**config.mk**
```make
export PLATFORM = sky130hd
export DESIGN_NAME = tfc_queue
export DESIGN_NICKNAME = d
export VERILOG_FILES = /design/src/tfc_pkg.sv /design/src/tfc_queue.sv
export SDC_FILE = /design/constraint.sdc
export NUM_CORES = 1
export LEC_CHECK = 0
export BUFFER_PORTS_ARGS = -buffer_cell sky130_fd_sc_hd__buf_4
export CORE_MARGIN = 5
export CORE_UTILIZATION = 34
export DETAILED_ROUTE_END_ITERATION = 10
export GPL_TIMING_DRIVEN = 0
export PLACE_DENSITY = 0.65
export SYNTH_ARGS = -nofsm -noshare
export SYNTH_HDL_FRONTEND = slang
export SYNTH_SLANG_ARGS = --single-unit
```
**constraint.sdc**
```tcl
create_clock -name i_clk -period 12.8 [get_ports i_clk]
set_input_delay 2.56 -clock i_clk [delete_from_list [all_inputs] [get_ports i_clk]]
set_output_delay 2.56 -clock i_clk [all_outputs]
set_load 0.05 [all_outputs]
```
**src/tfc_pkg.sv**
```systemverilog
// ----------------------------------------------------------------------------
// tfc_pkg
// Shared types, constants and helpers of the touch frame target classifier.
// ----------------------------------------------------------------------------
package tfc_pkg;

    localparam int COORD_BITS  = 16;
    localparam int NUM_TARGETS = 4;
    localparam int TGT_REGS    = 4;
    localparam int N_TGT       = (NUM_TARGETS < TGT_REGS) ? NUM_TARGETS : TGT_REGS;
    localparam int TGT_IDX_W   = $clog2(TGT_REGS);
    localparam int Y_LSB       = 16;
    localparam int BYTE_W      = 8;
    localparam int POS_W       = 16;
    localparam int SQ_W        = 2 * COORD_BITS;
    localparam int DIST_W      = SQ_W + 1;
    localparam int PARM_W      = 16;
    localparam int PSQ_W       = 2 * PARM_W;
    localparam int LIM_W       = ((DIST_W > PSQ_W) ? DIST_W : PSQ_W) + 1;
    localparam int CFG_IDX_W   = 3;
    localparam int CFG_DATA_W  = 32;
    localparam int Q_DEPTH     = 2;
    localparam int QP_W        = (Q_DEPTH > 1) ? $clog2(Q_DEPTH) : 1;

    localparam logic [BYTE_W-1:0] HDR_MAGIC = 8'hAA;
    localparam logic [POS_W-1:0]  POS_NONE  = 16'hFFFF;

    typedef enum logic [2:0] {
        DRV_STOP     = 3'd0,
        DRV_FORWARD  = 3'd1,
        DRV_BACKWARD = 3'd2,
        DRV_LEFT     = 3'd3,
        DRV_RIGHT    = 3'd4
    } t_drive;

    typedef enum logic [CFG_IDX_W-1:0] {
        CFG_TGT_RT = 3'd0,
        CFG_TGT_RD = 3'd1,
        CFG_TGT_LT = 3'd2,
        CFG_TGT_LD = 3'd3,
        CFG_RADIUS = 3'd4,
        CFG_HYST   = 3'd5
    } t_cfg_idx;

    typedef logic [TGT_REGS-1:0][CFG_DATA_W-1:0] t_tgt_regs;

    localparam t_tgt_regs TGT_RESET = {32'd49153255, 32'd89785670,
                                       32'd55509662, 32'd79954450};
    localparam logic [PARM_W-1:0] RADIUS_RESET = 16'd300;
    localparam logic [PARM_W-1:0] HYST_RESET   = 16'd30;

    // held centre as seen by the front end
    typedef struct packed {
        logic [COORD_BITS-1:0] cx;
        logic [COORD_BITS-1:0] cy;
    } t_held;

    // one classified item between front and back
    typedef struct packed {
        logic                              ok;
        logic [COORD_BITS-1:0]             x;
        logic [COORD_BITS-1:0]             y;
        logic                              near;
        logic [TGT_IDX_W-1:0]              best_i;
        logic [LIM_W-1:0]                  lim;
        logic [N_TGT-1:0][DIST_W-1:0]      tgt_dist;
        logic [DIST_W-1:0]                 d_hc;
    } t_cls;

    function automatic t_drive tgt_mode(input logic [TGT_IDX_W-1:0] idx);
        t_drive m;
        case (idx)
            TGT_IDX_W'(CFG_TGT_RT): m = DRV_RIGHT;
            TGT_IDX_W'(CFG_TGT_RD): m = DRV_BACKWARD;
            TGT_IDX_W'(CFG_TGT_LT): m = DRV_FORWARD;
            TGT_IDX_W'(CFG_TGT_LD): m = DRV_LEFT;
            default:                m = DRV_STOP;
        endcase
        return m;
    endfunction

    function automatic logic [COORD_BITS-1:0] tgt_x(input logic [CFG_DATA_W-1:0] r);
        return r[COORD_BITS-1:0];
    endfunction

    function automatic logic [COORD_BITS-1:0] tgt_y(input logic [CFG_DATA_W-1:0] r);
        return r[Y_LSB +: COORD_BITS];
    endfunction

endpackage

```
**src/tfc_queue.sv**
```systemverilog
// ----------------------------------------------------------------------------
// tfc_queue
// Short FIFO of classified items between front and back end.
// ----------------------------------------------------------------------------
module tfc_queue (
    input  logic          i_clk,
    input  logic          i_rst_n,
    input  logic          i_push,
    input  tfc_pkg::t_cls i_data,
    output logic          o_full,
    input  logic          i_pop,
    output logic          o_valid,
    output tfc_pkg::t_cls o_data
);
    import tfc_pkg::*;

    t_cls            r_mem [Q_DEPTH];
    logic [QP_W-1:0] r_wp, r_rp;
    logic [QP_W:0]   r_cnt;

    function automatic logic [QP_W-1:0] ptr_inc(input logic [QP_W-1:0] p);
        return (p == QP_W'(Q_DEPTH - 1)) ? '0 : p + 1'b1;
    endfunction

    assign o_full  = r_cnt == (QP_W + 1)'(Q_DEPTH);
    assign o_valid = r_cnt != '0;
    assign o_data  = r_mem[r_rp];

    always_ff @(posedge i_clk) begin
        if (!i_rst_n) begin
            r_wp  <= '0;
            r_rp  <= '0;
            r_cnt <= '0;
        end else begin
            if (i_push) r_wp <= ptr_inc(r_wp);
            if (i_pop)  r_rp <= ptr_inc(r_rp);
            if (i_push && !i_pop)      r_cnt <= r_cnt + 1'b1;
            else if (!i_push && i_pop) r_cnt <= r_cnt - 1'b1;
        end
    end

    always_ff @(posedge i_clk) begin
        if (i_push) r_mem[r_wp] <= i_data;
    end

endmodule

```
==> flow_summary.json <==
{
  "routabilityCongestion": 0.748,
  "synthesis.area_um2": 17800,
  "synth_area_per_cell_um2": 23.6,
  "rsz0062_at_grt": "no",
  "syn-num-nets": 993,
  "fill_cells": 4431,
  "end_kind": "primary output",
  "crit_type": "reg -> out",
  "tightest_slew_ps": 734,
  "setup_ws_ps": 8160,
  "cp.arrival_ps": 2080,
  "cap_violations": 0,
  "routedWlPerCell_um": 20.2,
  "area_growth_syn_to_layout_pct": 35.3,
  "cts_max_path_buffers": 3,
  "finalSetupViolations": 0,
  "clk_root_buffer_cell": "clkbuf_16",
  "intPower_uw": 2880,
  "ys_seq_area_share_pct": 79.9,
  "synth_cells": 753,
  "cpMaxStageDelayCell": "mux2_4",
  "initial_core_util_pct": 34.5,
  "stdcell_area_um2": 24100,
  "worstSkewPairLatency_ps": 560,
  "finalClockSkew_ps": 18.3,
  "met2_length_um": 21000,
  "drt_wl_total_um": 40500,
  "multi_input_area_um2": 3330,
  "r2r_end": "r_mem[0][210]",
  "postCtsSetupRepairBufs": 0,
  "period_minus_slack_ps": 4640,
  "place_area_um2": 22500,
  "reg2reg_depth": 6,
  "drive_above_1_share_pct": 61.9,
  "overflow": 0,
  "antenna_cells": 0,
  "grt_max_degree": 63,
  "p_comb_share_pct": 18.5,
  "r2r_slack_ps": 10390,
  "dp_hpwl_um": 29200,
  "dr.pass1.iters": 5,
  "core_um2": 51600,
  "io_buffers": 475,
  "worstHoldStart": "r_cnt[1]",
  "fp.dieW_um": 239,
  "max_stage_delay_ps": 340,
  "ys_seq_elements": 475,
  "detail-route-antenna-nets": 0,
  "fmax_ghz": 0.216,
  "cts_tree": "yes",
  "cp.required_ps": 10240,
  "drt_iter0_markers": 365,
  "grt_pass1_wl_um": 58800,
  "place_ws_ps": 7970,
  "hp-class": "reg -> reg",
  "dieArea_um2": 57000,
  "drc": 0,
  "crit_path_end": "o_data[105]",
  "die_height_um": 239,
  "cp-start-kind": "flop",
  "p_leak_uw": 0.00928,
  "ioPinCount": 476,
  "yosysWarnings": 0,
  "min_period_over_period_pct": 36.3,
  "powerDensity_nw_per_um2": 162,
  "cts_resized": 0,
  "cpMostUsedCell": "buf_6",
  "regArea_um2": 14200,
  "status": "finished, final reports clean",
  "pwr-share-clk_pct": 35.0,
  "switching_power_uw": 1030,
  "cts-htree-levels": 2,
  "slew_violations": 0,
  "vias_per_cell": 4.41,
  "rows": 83,
  "fin_nets": 1532,
  "power_frac_seq_pct": 46.6,
  "grt_usage_pct": 13.5,
  "max-slew-margin-rel_pct": 50.9,
  "antenna_found_initial": 3,
  "wl_met1_um": 14800,
  "cts_sinks": 475,
  "grt_pass1_vias": 9692,
  "switching_share_pct": 26.3,
  "path_cells": "buf_6 > buf_6 > buf_6 > mux2_4 > buf_4",
  "holdBufCountCts": 0,
  "top_layer": "met5",
  "peakVddDrop_v": 0.0000979,
  "r2r-start": "r_wp",
  "path_clk_slew_ps": 50,
  "dr_wl_met3_um": 3390,
  "final_hold_viol_count": 0,
  "cts_buffers": 49,
  "dr_total_vias": 8862,
  "path_max_fanout": 10,
  "ys_types": 17
}
-- cell usage in the layout (no fill, tap or decap) --
cell type	count
and2_4	1
xor2_1	2
edfxtp_1	470
nor2b_1	2
buf_4	475
buf_6	18
and2_1	3
clkbuf_8	4
clkbuf_1	10
o21a_1	1
clkbuf_16	49
inv_1	1
or3_1	1
xnor2_1	1
a21boi_0	1
clkinvlp_4	2
buf_2	8
bufinv_16	4
nor2b_4	1
buf_16	6
clkinv_2	11
mux2_2	85
o21ai_0	1
mux2_4	150
dfxtp_1	5
clkinv_1	7
buf_12	7
or2_2	1
ha_1	1
inv_6	1
-- sequential cells by signal, summed over array words and instances, names as in the netlist, named ones only --
signal and flops:
r_rp 1, r_mem 470, r_cnt 2, r_wp 1
-- metrics by stage --
stage	power, uW	util (%)	cells	TNS, ps	hold WS, ps
after global placement	2590	43.0	1908	-61820	492
after global routing	4050	46.6	2009	0	575
final	3900	46.6	2009	0	540
after floorplan	2340	-	753	0	468
after detailed placement	2580	43.6	1921	0	537
after CTS	3960	46.6	2009	0	545
-- layout make-up --
type / count / share of cell area, %
well taps: 680 / 3.54
flip-flops and latches: 475 / 59.1
plain buffers: 26 / 1.01
inverters: 1 / 0.0156
repair buffers: 488 / 16.1
clock buffers: 63 / 5.48
multi-input cells: 251 / 13.9
clock inverters: 25 / 0.936
-- worst min path at each step --
stage / end / depth (start not counted)
2_1_floorplan: r_cnt[1] / 2
3_3_place_gp: r_cnt[1] / 2
3_5_place_dp: r_cnt[1] / 2
4_1_cts: r_cnt[1] / 2
5_1_grt: r_cnt[1] / 2
6_report: r_cnt[1] / 2
-- power groups by stage --
stage | clock network, uW | registers (uW) | logic (uW)
2_1_floorplan | 0 | 1860 | 482
3_3_place_gp | 0 | 1870 | 711
3_5_place_dp | 0 | 1850 | 731
4_1_cts | 1410 | 1820 | 733
5_1_grt | 1480 | 1820 | 752
6_report | 1370 | 1820 | 721
-- Yosys cell counts, drive strengths merged --
cell | number | share of area [%]
xnor2 | 1 | 0.049
nor2b | 3 | 0.11
ha | 1 | 0.070
and2 | 4 | 0.14
edfxtp | 470 | 79
inv | 1 | 0.021
a21boi | 1 | 0.042
buf | 26 | 1.4
o21a | 1 | 0.042
dfxtp | 5 | 0.56
xor2 | 2 | 0.099
or3 | 1 | 0.035
mux2 | 235 | 18
o21ai | 1 | 0.028
or2 | 1 | 0.035
-- logic make-up after synthesis --
kind of cell	synth area share (%)
xor gates and xnor gates	0.148
DFF	79.9
buffers and inverters	1.39
AOI/OAI and AO/OA	0.113
and+or+nand+nor	0.317
muxes	18.0
adders and majority gates	0.0703
-- per-layer routing --
metal | vias to the layer above | GRT usage (%)
met4 | 4 | 4.45
met5 | - | 0
li1 | 4078 | -
met2 | 302 | 23.8
met3 | 84 | 5.05
met1 | 4394 | 15.2
-- worst max-delay path: cells and delay by family, from the launching register on --
kind	cells	cell delay (ps)
buffers and inverters	4	840
flip-flops	1	320
multiplexers	1	340
Note: power is estimated with default switching activity, not from simulation.
