==> config.mk <==
export PLATFORM = sky130hd
export DESIGN_NAME = tfc_back
export DESIGN_NICKNAME = d
export VERILOG_FILES = /design/src/tfc_pkg.sv /design/src/tfc_back.sv
export SDC_FILE = /design/constraint.sdc
export NUM_CORES = 1
export LEC_CHECK = 0
export ABC_AREA = 1
export BUFFER_PORTS_ARGS = -buffer_cell sky130_fd_sc_hd__buf_2
export CAP_MARGIN = 5
export CORE_AREA = 3 3 167 169
export DETAILED_ROUTE_END_ITERATION = 6
export DIE_AREA = 0 0 170 172
export SLEW_MARGIN = 20
export SYNTH_ARGS = -nofsm -noshare
export SYNTH_HDL_FRONTEND = slang
export SYNTH_SLANG_ARGS = --single-unit
==> constraint.sdc <==
create_clock -name i_clk -period 3.9 [get_ports i_clk]
set_clock_uncertainty 0.05 [all_clocks]
set_input_delay 0.78 -clock i_clk [delete_from_list [all_inputs] [get_ports i_clk]]
set_output_delay 0.78 -clock i_clk [all_outputs]
set_load 0.02 [all_outputs]
==> src/tfc_pkg.sv <==
// ----------------------------------------------------------------------------
// tfc_pkg
// Shared types, constants and helpers of the touch frame target classifier.
// ----------------------------------------------------------------------------
package tfc_pkg;

    localparam int COORD_BITS  = 16;
    localparam int NUM_TARGETS = 4;
    localparam int TGT_REGS    = 4;
    localparam int N_TGT       = (NUM_TARGETS < TGT_REGS) ? NUM_TARGETS : TGT_REGS;
    localparam int TGT_IDX_W   = $clog2(TGT_REGS);
    localparam int Y_LSB       = 16;
    localparam int BYTE_W      = 8;
    localparam int POS_W       = 16;
    localparam int SQ_W        = 2 * COORD_BITS;
    localparam int DIST_W      = SQ_W + 1;
    localparam int PARM_W      = 16;
    localparam int PSQ_W       = 2 * PARM_W;
    localparam int LIM_W       = ((DIST_W > PSQ_W) ? DIST_W : PSQ_W) + 1;
    localparam int CFG_IDX_W   = 3;
    localparam int CFG_DATA_W  = 32;
    localparam int Q_DEPTH     = 2;
    localparam int QP_W        = (Q_DEPTH > 1) ? $clog2(Q_DEPTH) : 1;

    localparam logic [BYTE_W-1:0] HDR_MAGIC = 8'hAA;
    localparam logic [POS_W-1:0]  POS_NONE  = 16'hFFFF;

    typedef enum logic [2:0] {
        DRV_STOP     = 3'd0,
        DRV_FORWARD  = 3'd1,
        DRV_BACKWARD = 3'd2,
        DRV_LEFT     = 3'd3,
        DRV_RIGHT    = 3'd4
    } t_drive;

    typedef enum logic [CFG_IDX_W-1:0] {
        CFG_TGT_RT = 3'd0,
        CFG_TGT_RD = 3'd1,
        CFG_TGT_LT = 3'd2,
        CFG_TGT_LD = 3'd3,
        CFG_RADIUS = 3'd4,
        CFG_HYST   = 3'd5
    } t_cfg_idx;

    typedef logic [TGT_REGS-1:0][CFG_DATA_W-1:0] t_tgt_regs;

    localparam t_tgt_regs TGT_RESET = {32'd49153255, 32'd89785670,
                                       32'd55509662, 32'd79954450};
    localparam logic [PARM_W-1:0] RADIUS_RESET = 16'd300;
    localparam logic [PARM_W-1:0] HYST_RESET   = 16'd30;

    // held centre as seen by the front end
    typedef struct packed {
        logic [COORD_BITS-1:0] cx;
        logic [COORD_BITS-1:0] cy;
    } t_held;

    // one classified item between front and back
    typedef struct packed {
        logic                              ok;
        logic [COORD_BITS-1:0]             x;
        logic [COORD_BITS-1:0]             y;
        logic                              near;
        logic [TGT_IDX_W-1:0]              best_i;
        logic [LIM_W-1:0]                  lim;
        logic [N_TGT-1:0][DIST_W-1:0]      tgt_dist;
        logic [DIST_W-1:0]                 d_hc;
    } t_cls;

    function automatic t_drive tgt_mode(input logic [TGT_IDX_W-1:0] idx);
        t_drive m;
        case (idx)
            TGT_IDX_W'(CFG_TGT_RT): m = DRV_RIGHT;
            TGT_IDX_W'(CFG_TGT_RD): m = DRV_BACKWARD;
            TGT_IDX_W'(CFG_TGT_LT): m = DRV_FORWARD;
            TGT_IDX_W'(CFG_TGT_LD): m = DRV_LEFT;
            default:                m = DRV_STOP;
        endcase
        return m;
    endfunction

    function automatic logic [COORD_BITS-1:0] tgt_x(input logic [CFG_DATA_W-1:0] r);
        return r[COORD_BITS-1:0];
    endfunction

    function automatic logic [COORD_BITS-1:0] tgt_y(input logic [CFG_DATA_W-1:0] r);
        return r[Y_LSB +: COORD_BITS];
    endfunction

endpackage

==> src/tfc_back.sv <==
// ----------------------------------------------------------------------------
// tfc_back
// Hysteresis decision on the held target and the registered result item.
// ----------------------------------------------------------------------------
module tfc_back (
    input  logic                          i_clk,
    input  logic                          i_rst_n,
    input  logic                          i_cfg_we,
    input  tfc_pkg::t_tgt_regs            i_targets,
    input  logic                          i_q_valid,
    input  tfc_pkg::t_cls                 i_cls,
    output logic                          o_pop,
    output tfc_pkg::t_held                o_held,
    output logic                          o_valid,
    input  logic                          i_stall,
    output logic                          o_frame_ok,
    output logic                          o_touching,
    output logic [tfc_pkg::POS_W-1:0]     o_pos_x,
    output logic [tfc_pkg::POS_W-1:0]     o_pos_y,
    output tfc_pkg::t_drive               o_drive
);
    import tfc_pkg::*;

    t_drive                r_mode, n_mode;
    logic [COORD_BITS-1:0] r_cx, r_cy, n_cx, n_cy;
    // r_hv: held centre equals target r_hidx as configured now
    logic                  r_hv, n_hv;
    logic [TGT_IDX_W-1:0]  r_hidx, n_hidx;

    logic                  r_out_v;
    logic                  r_ok, r_touch;
    logic [POS_W-1:0]      r_px, r_py;
    t_drive                r_drv;

    logic [DIST_W-1:0]     d_held;
    t_drive                n_drv;
    logic [POS_W-1:0]      n_px, n_py;

    assign o_pop  = i_q_valid && (!r_out_v || !i_stall);
    assign d_held = r_hv ? i_cls.tgt_dist[r_hidx] : i_cls.d_hc;
    assign n_px   = i_cls.ok ? POS_W'(i_cls.x) : POS_NONE;
    assign n_py   = i_cls.ok ? POS_W'(i_cls.y) : POS_NONE;

    always_comb begin
        n_mode = r_mode;
        n_cx   = r_cx;
        n_cy   = r_cy;
        n_hv   = r_hv;
        n_hidx = r_hidx;
        n_drv  = DRV_STOP;
        if (i_cls.ok) begin
            if (!i_cls.near) begin
                n_mode = DRV_STOP;
            end else if (r_mode != DRV_STOP && LIM_W'(d_held) <= i_cls.lim) begin
                n_drv = r_mode;
            end else begin
                n_mode = tgt_mode(i_cls.best_i);
                n_cx   = tgt_x(i_targets[i_cls.best_i]);
                n_cy   = tgt_y(i_targets[i_cls.best_i]);
                n_hv   = 1'b1;
                n_hidx = i_cls.best_i;
                n_drv  = n_mode;
            end
        end
    end

    always_ff @(posedge i_clk) begin
        if (!i_rst_n) begin
            r_mode  <= DRV_STOP;
            r_cx    <= '0;
            r_cy    <= '0;
            r_hv    <= 1'b0;
            r_hidx  <= '0;
            r_out_v <= 1'b0;
        end else begin
            if (i_cfg_we) begin
                r_hv <= 1'b0;
            end else if (o_pop) begin
                r_mode <= n_mode;
                r_cx   <= n_cx;
                r_cy   <= n_cy;
                r_hv   <= n_hv;
                r_hidx <= n_hidx;
            end
            if (o_pop)          r_out_v <= 1'b1;
            else if (!i_stall)  r_out_v <= 1'b0;
        end
    end

    always_ff @(posedge i_clk) begin
        if (o_pop) begin
            r_ok    <= i_cls.ok;
            r_touch <= i_cls.ok && !(n_px == POS_NONE && n_py == POS_NONE);
            r_px    <= n_px;
            r_py    <= n_py;
            r_drv   <= n_drv;
        end
    end

    assign o_held.cx  = r_cx;
    assign o_held.cy  = r_cy;
    assign o_valid    = r_out_v;
    assign o_frame_ok = r_ok;
    assign o_touching = r_touch;
    assign o_pos_x    = r_px;
    assign o_pos_y    = r_py;
    assign o_drive    = r_drv;

endmodule

==> reports/summary.txt <==
==================================================================================================
CTS buffer count                                                                                 9
End-of-flow core utilization                                                                0.3402
Setup TNS                                                                                     0 ps
Leak pwr                                                                               0.004829 uW
Antenna diode count                                                                              0
Root buffer cell                                                                      sky130_fd_sc_hd__clkbuf_16
Number of input and output port buffers inserted                                               438
Width of the die                                                                            170 um
Clock transition time at the flip-flop clock pins of the worst setup and hold paths          70 ps
Area added between synthesis and finish                                                     43.51%
Distinct cell type count after synthesis                                                        31
Normalized max-slew margin                                                                  0.3154
First-pass GRT wire length                                                                38.02 mm
Detailed-placement wirelength estimate                                                    20.28 mm
Power per cell area                                                                   264.7 nW/um^2
First-iteration detailed-routing DRC count                                                     403
Total routed wirelength                                                                   25.64 mm
Max Root-Sink Buffers                                                                            2
Clock latency on the worst-skew pair                                                        340 ps
Effective utilization at floorplan                                                          0.2370
Vias after detailed routing                                                                   7800
CP startpoint kind                                                                            flop
Crit path kind                                                                        flop to flop
Number of setup buffers added after CTS                                                          0
Placer Congestion                                                                           0.8726
Leading register cell type out of synthesis                                           sky130_fd_sc_hd__dfxtp_1
Largest net degree at the start of global routing                                               67
Worst flop-to-flop path startpoint                                                       r_hidx[0]
Hold buffer count at CTS                                                                         0
Antenna violations before repair                                                                 2
TritonCTS clock tree                                                                          done
Die ar.                                                                                29240 sq um
Post-Route Hold Slack                                                                     433.1 ps
Ratio of cells with drive above 1 in the final layout                                       0.3719
Number of synthesis warnings                                                                     0
Final #Nets                                                                                   1786
Worst flop-to-flop path endpoint                                                           r_cx[5]
Fillers                                                                                       2951
Upper clock frequency limit                                                              316.6 MHz
Count of state elements after synthesis                                                         76
Critical path endpoint category                                                               flop
Outcome                                                                               complete, no violations
Endpoints failing hold                                                                           0
H-tree depth                                                                                     3
Number of enable-type register cells in the synthesized netlist                                 37
Wirelength per Cell                                                                       14.81 um
CP required                                                                                4130 ps
Syn Std Cell Area                                                                       6335 sq um
Slew at the pin closest to its max-slew limit                                              1026 ps
Asr flop ratio synth                                                                             0
Critical-path maximum fanout                                                                    66
Number of pins with negative max-slew slack in the final report                                  0
Post-route clock period utilization                                                         0.8099
Worst vdd rail ir drop                                                                 0.0001544 V
Sink of the worst hold path                                                                o_valid
Setup repair after global routing missed its margin                                          false
Final critical delay including setup and external delays                                   3159 ps
Arrival time worst endpoint                                                                3390 ps
Cell row count                                                                                  60
Total nets after synthesis                                                                    1389
Die span in y                                                                               172 um
Portion of the post-synthesis area used by sequential elements                              0.2986
Count of mapped cells out of synthesis                                                         988
CORE AREA                                                                              26730 sq um
Path class of the lowest-slack min-delay path                                         flop to flop
Total setup violations reported at the end of the flow                                           0
Residual DRC count                                                                               0
Fin area                                                                                9091 sq um
Power after layout                                                                         2406 uW
Mean cell area of the mapped netlist                                                   6.412 sq um
Worst hold path startpoint                                                                 o_valid
Number of nets still failing antenna checks after routing                                        0
Overall track demand over capacity in global routing                                        0.1633
Worst R2R Setup Slack                                                                       740 ps
Clock sink count                                                                                76
DR vias/cell                                                                                 4.506
Num ports                                                                                      439
GRT overflow                                                                                     0
First-pass DRT Iterations                                                                        5
Placed instance area                                                                    8802 sq um
Number of gates resized after CTS                                                                0
Maximum Capacitance Violations                                                                   0
Number of global-route vias before repair                                                     7374
Cell depth of the worst min-delay path                                                           2
Number of cells traversed by the worst register-to-register path                                18
==================================================================================================
-- layer usage --
metal,vias to the layer above,share of wire,track usage
met1,3402,0.42,0.1944
met2,317,0.48,0.2909
met4,2,0.021,0.04621
met3,39,0.076,0.04275
li1,4040,-,-
met5,-,0.00051,0
-- worst max-delay path by stage --
stage               start    endpoint  slack (ps)  cells past startpoint
2_1_floorplan   r_hidx[0]  o_drive[1]        1110                     20
3_3_place_gp   i_cls[116]   r_hidx[1]         530                     19
3_5_place_dp    i_cls[38]     r_cx[5]         530                     20
4_1_cts         r_hidx[1]     r_cx[5]         710                     20
5_1_grt         r_hidx[1]   r_hidx[1]         300                     20
6_report        r_hidx[0]     r_cx[5]         740                     18
-- per-stage QoR --
stage,std cells,setup slack (ps)
finish,1731,741.4
global route,1731,298.8
CTS,1731,712.3
detailed placement,1715,525.7
global placement,1715,533.2
floorplan,988,1112
-- cell usage in the layout, fill, tap and decap left out, drive strengths merged --
master    instances
clkinvlp          2
a31oi            32
nand4            44
nand3            43
inv             132
clkinv            3
a21boi            1
clkbuf            9
o22ai             1
nand2           190
or2              33
nor2            214
mux2i             1
a21oi            17
a21o              2
ha               33
o21ai            69
edfxtp           37
dfxtp            39
buf             452
nor4              2
a221oi           32
nor3              2
-- power by group --
group / internal, uW / total, uW / switching [uW]
clock network: 446 / 826 / 380
logic: 303 / 693 / 390
registers: 876 / 887 / 11.7
-- cell usage after synthesis, drive strengths merged, types with 33 or more instances --
master / n / area (sq um)
nor2: 214 / 815.8
nand2: 190 / 725.7
inv: 128 / 480.5
o21ai: 69 / 345.3
clkbuf: 45 / 168.9
nand4: 44 / 281.5
nand3: 43 / 227.7
dfxtp: 39 / 780.8
edfxtp: 37 / 1111
ha: 33 / 412.9
or2: 33 / 206.5
-- final cells by class --
cell class	count	area, sq um	area share
multi-input combinational	716	3659	0.4024
timing repair buffer	452	2335	0.2568
sequential	76	1894	0.2084
inverter	130	488.0	0.05367
tap	341	426.7	0.04693
clock buffer	9	225.2	0.02477
clock inverter	7	63.81	0.007019
-- sequential cells by signal (all words and copies together) (netlist names), 2 cells and up --
register,count
r_hidx,2
o_drive,3
o_pos_y,16
r_mode,3
r_cx,16
r_cy,16
o_pos_x,16
-- kinds of logic after synthesis --
logic type               share of synthesized area
AO/OA/AOI/OAI                               0.1483
adder cells (fa/ha/maj)                    0.06518
buffers and inverters                       0.1256
flip-flops                                  0.2986
multiplexers                              0.001580
AND/OR/NAND/NOR                             0.3607
-- worst max-delay path: stages, from the launching register on --
cell and delay [ps]:
sky130_fd_sc_hd__dfxtp_2 350, sky130_fd_sc_hd__buf_12 250, sky130_fd_sc_hd__nor2_1 90, sky130_fd_sc_hd__nor2_1 90, sky130_fd_sc_hd__o21ai_0 90, sky130_fd_sc_hd__a31oi_1 280, sky130_fd_sc_hd__ha_1 190, sky130_fd_sc_hd__nand2_1 60
sky130_fd_sc_hd__nor2_1 100, sky130_fd_sc_hd__nand2_1 130, sky130_fd_sc_hd__a21oi_1 240, sky130_fd_sc_hd__nor2_1 100, sky130_fd_sc_hd__nand2_2 60, sky130_fd_sc_hd__nand2_2 80, sky130_fd_sc_hd__nand2_2 160, sky130_fd_sc_hd__nand3_4 360
sky130_fd_sc_hd__nand2_1 200, sky130_fd_sc_hd__inv_1 60, sky130_fd_sc_hd__nor2_1 90
(Power assumes the default switching activity.)
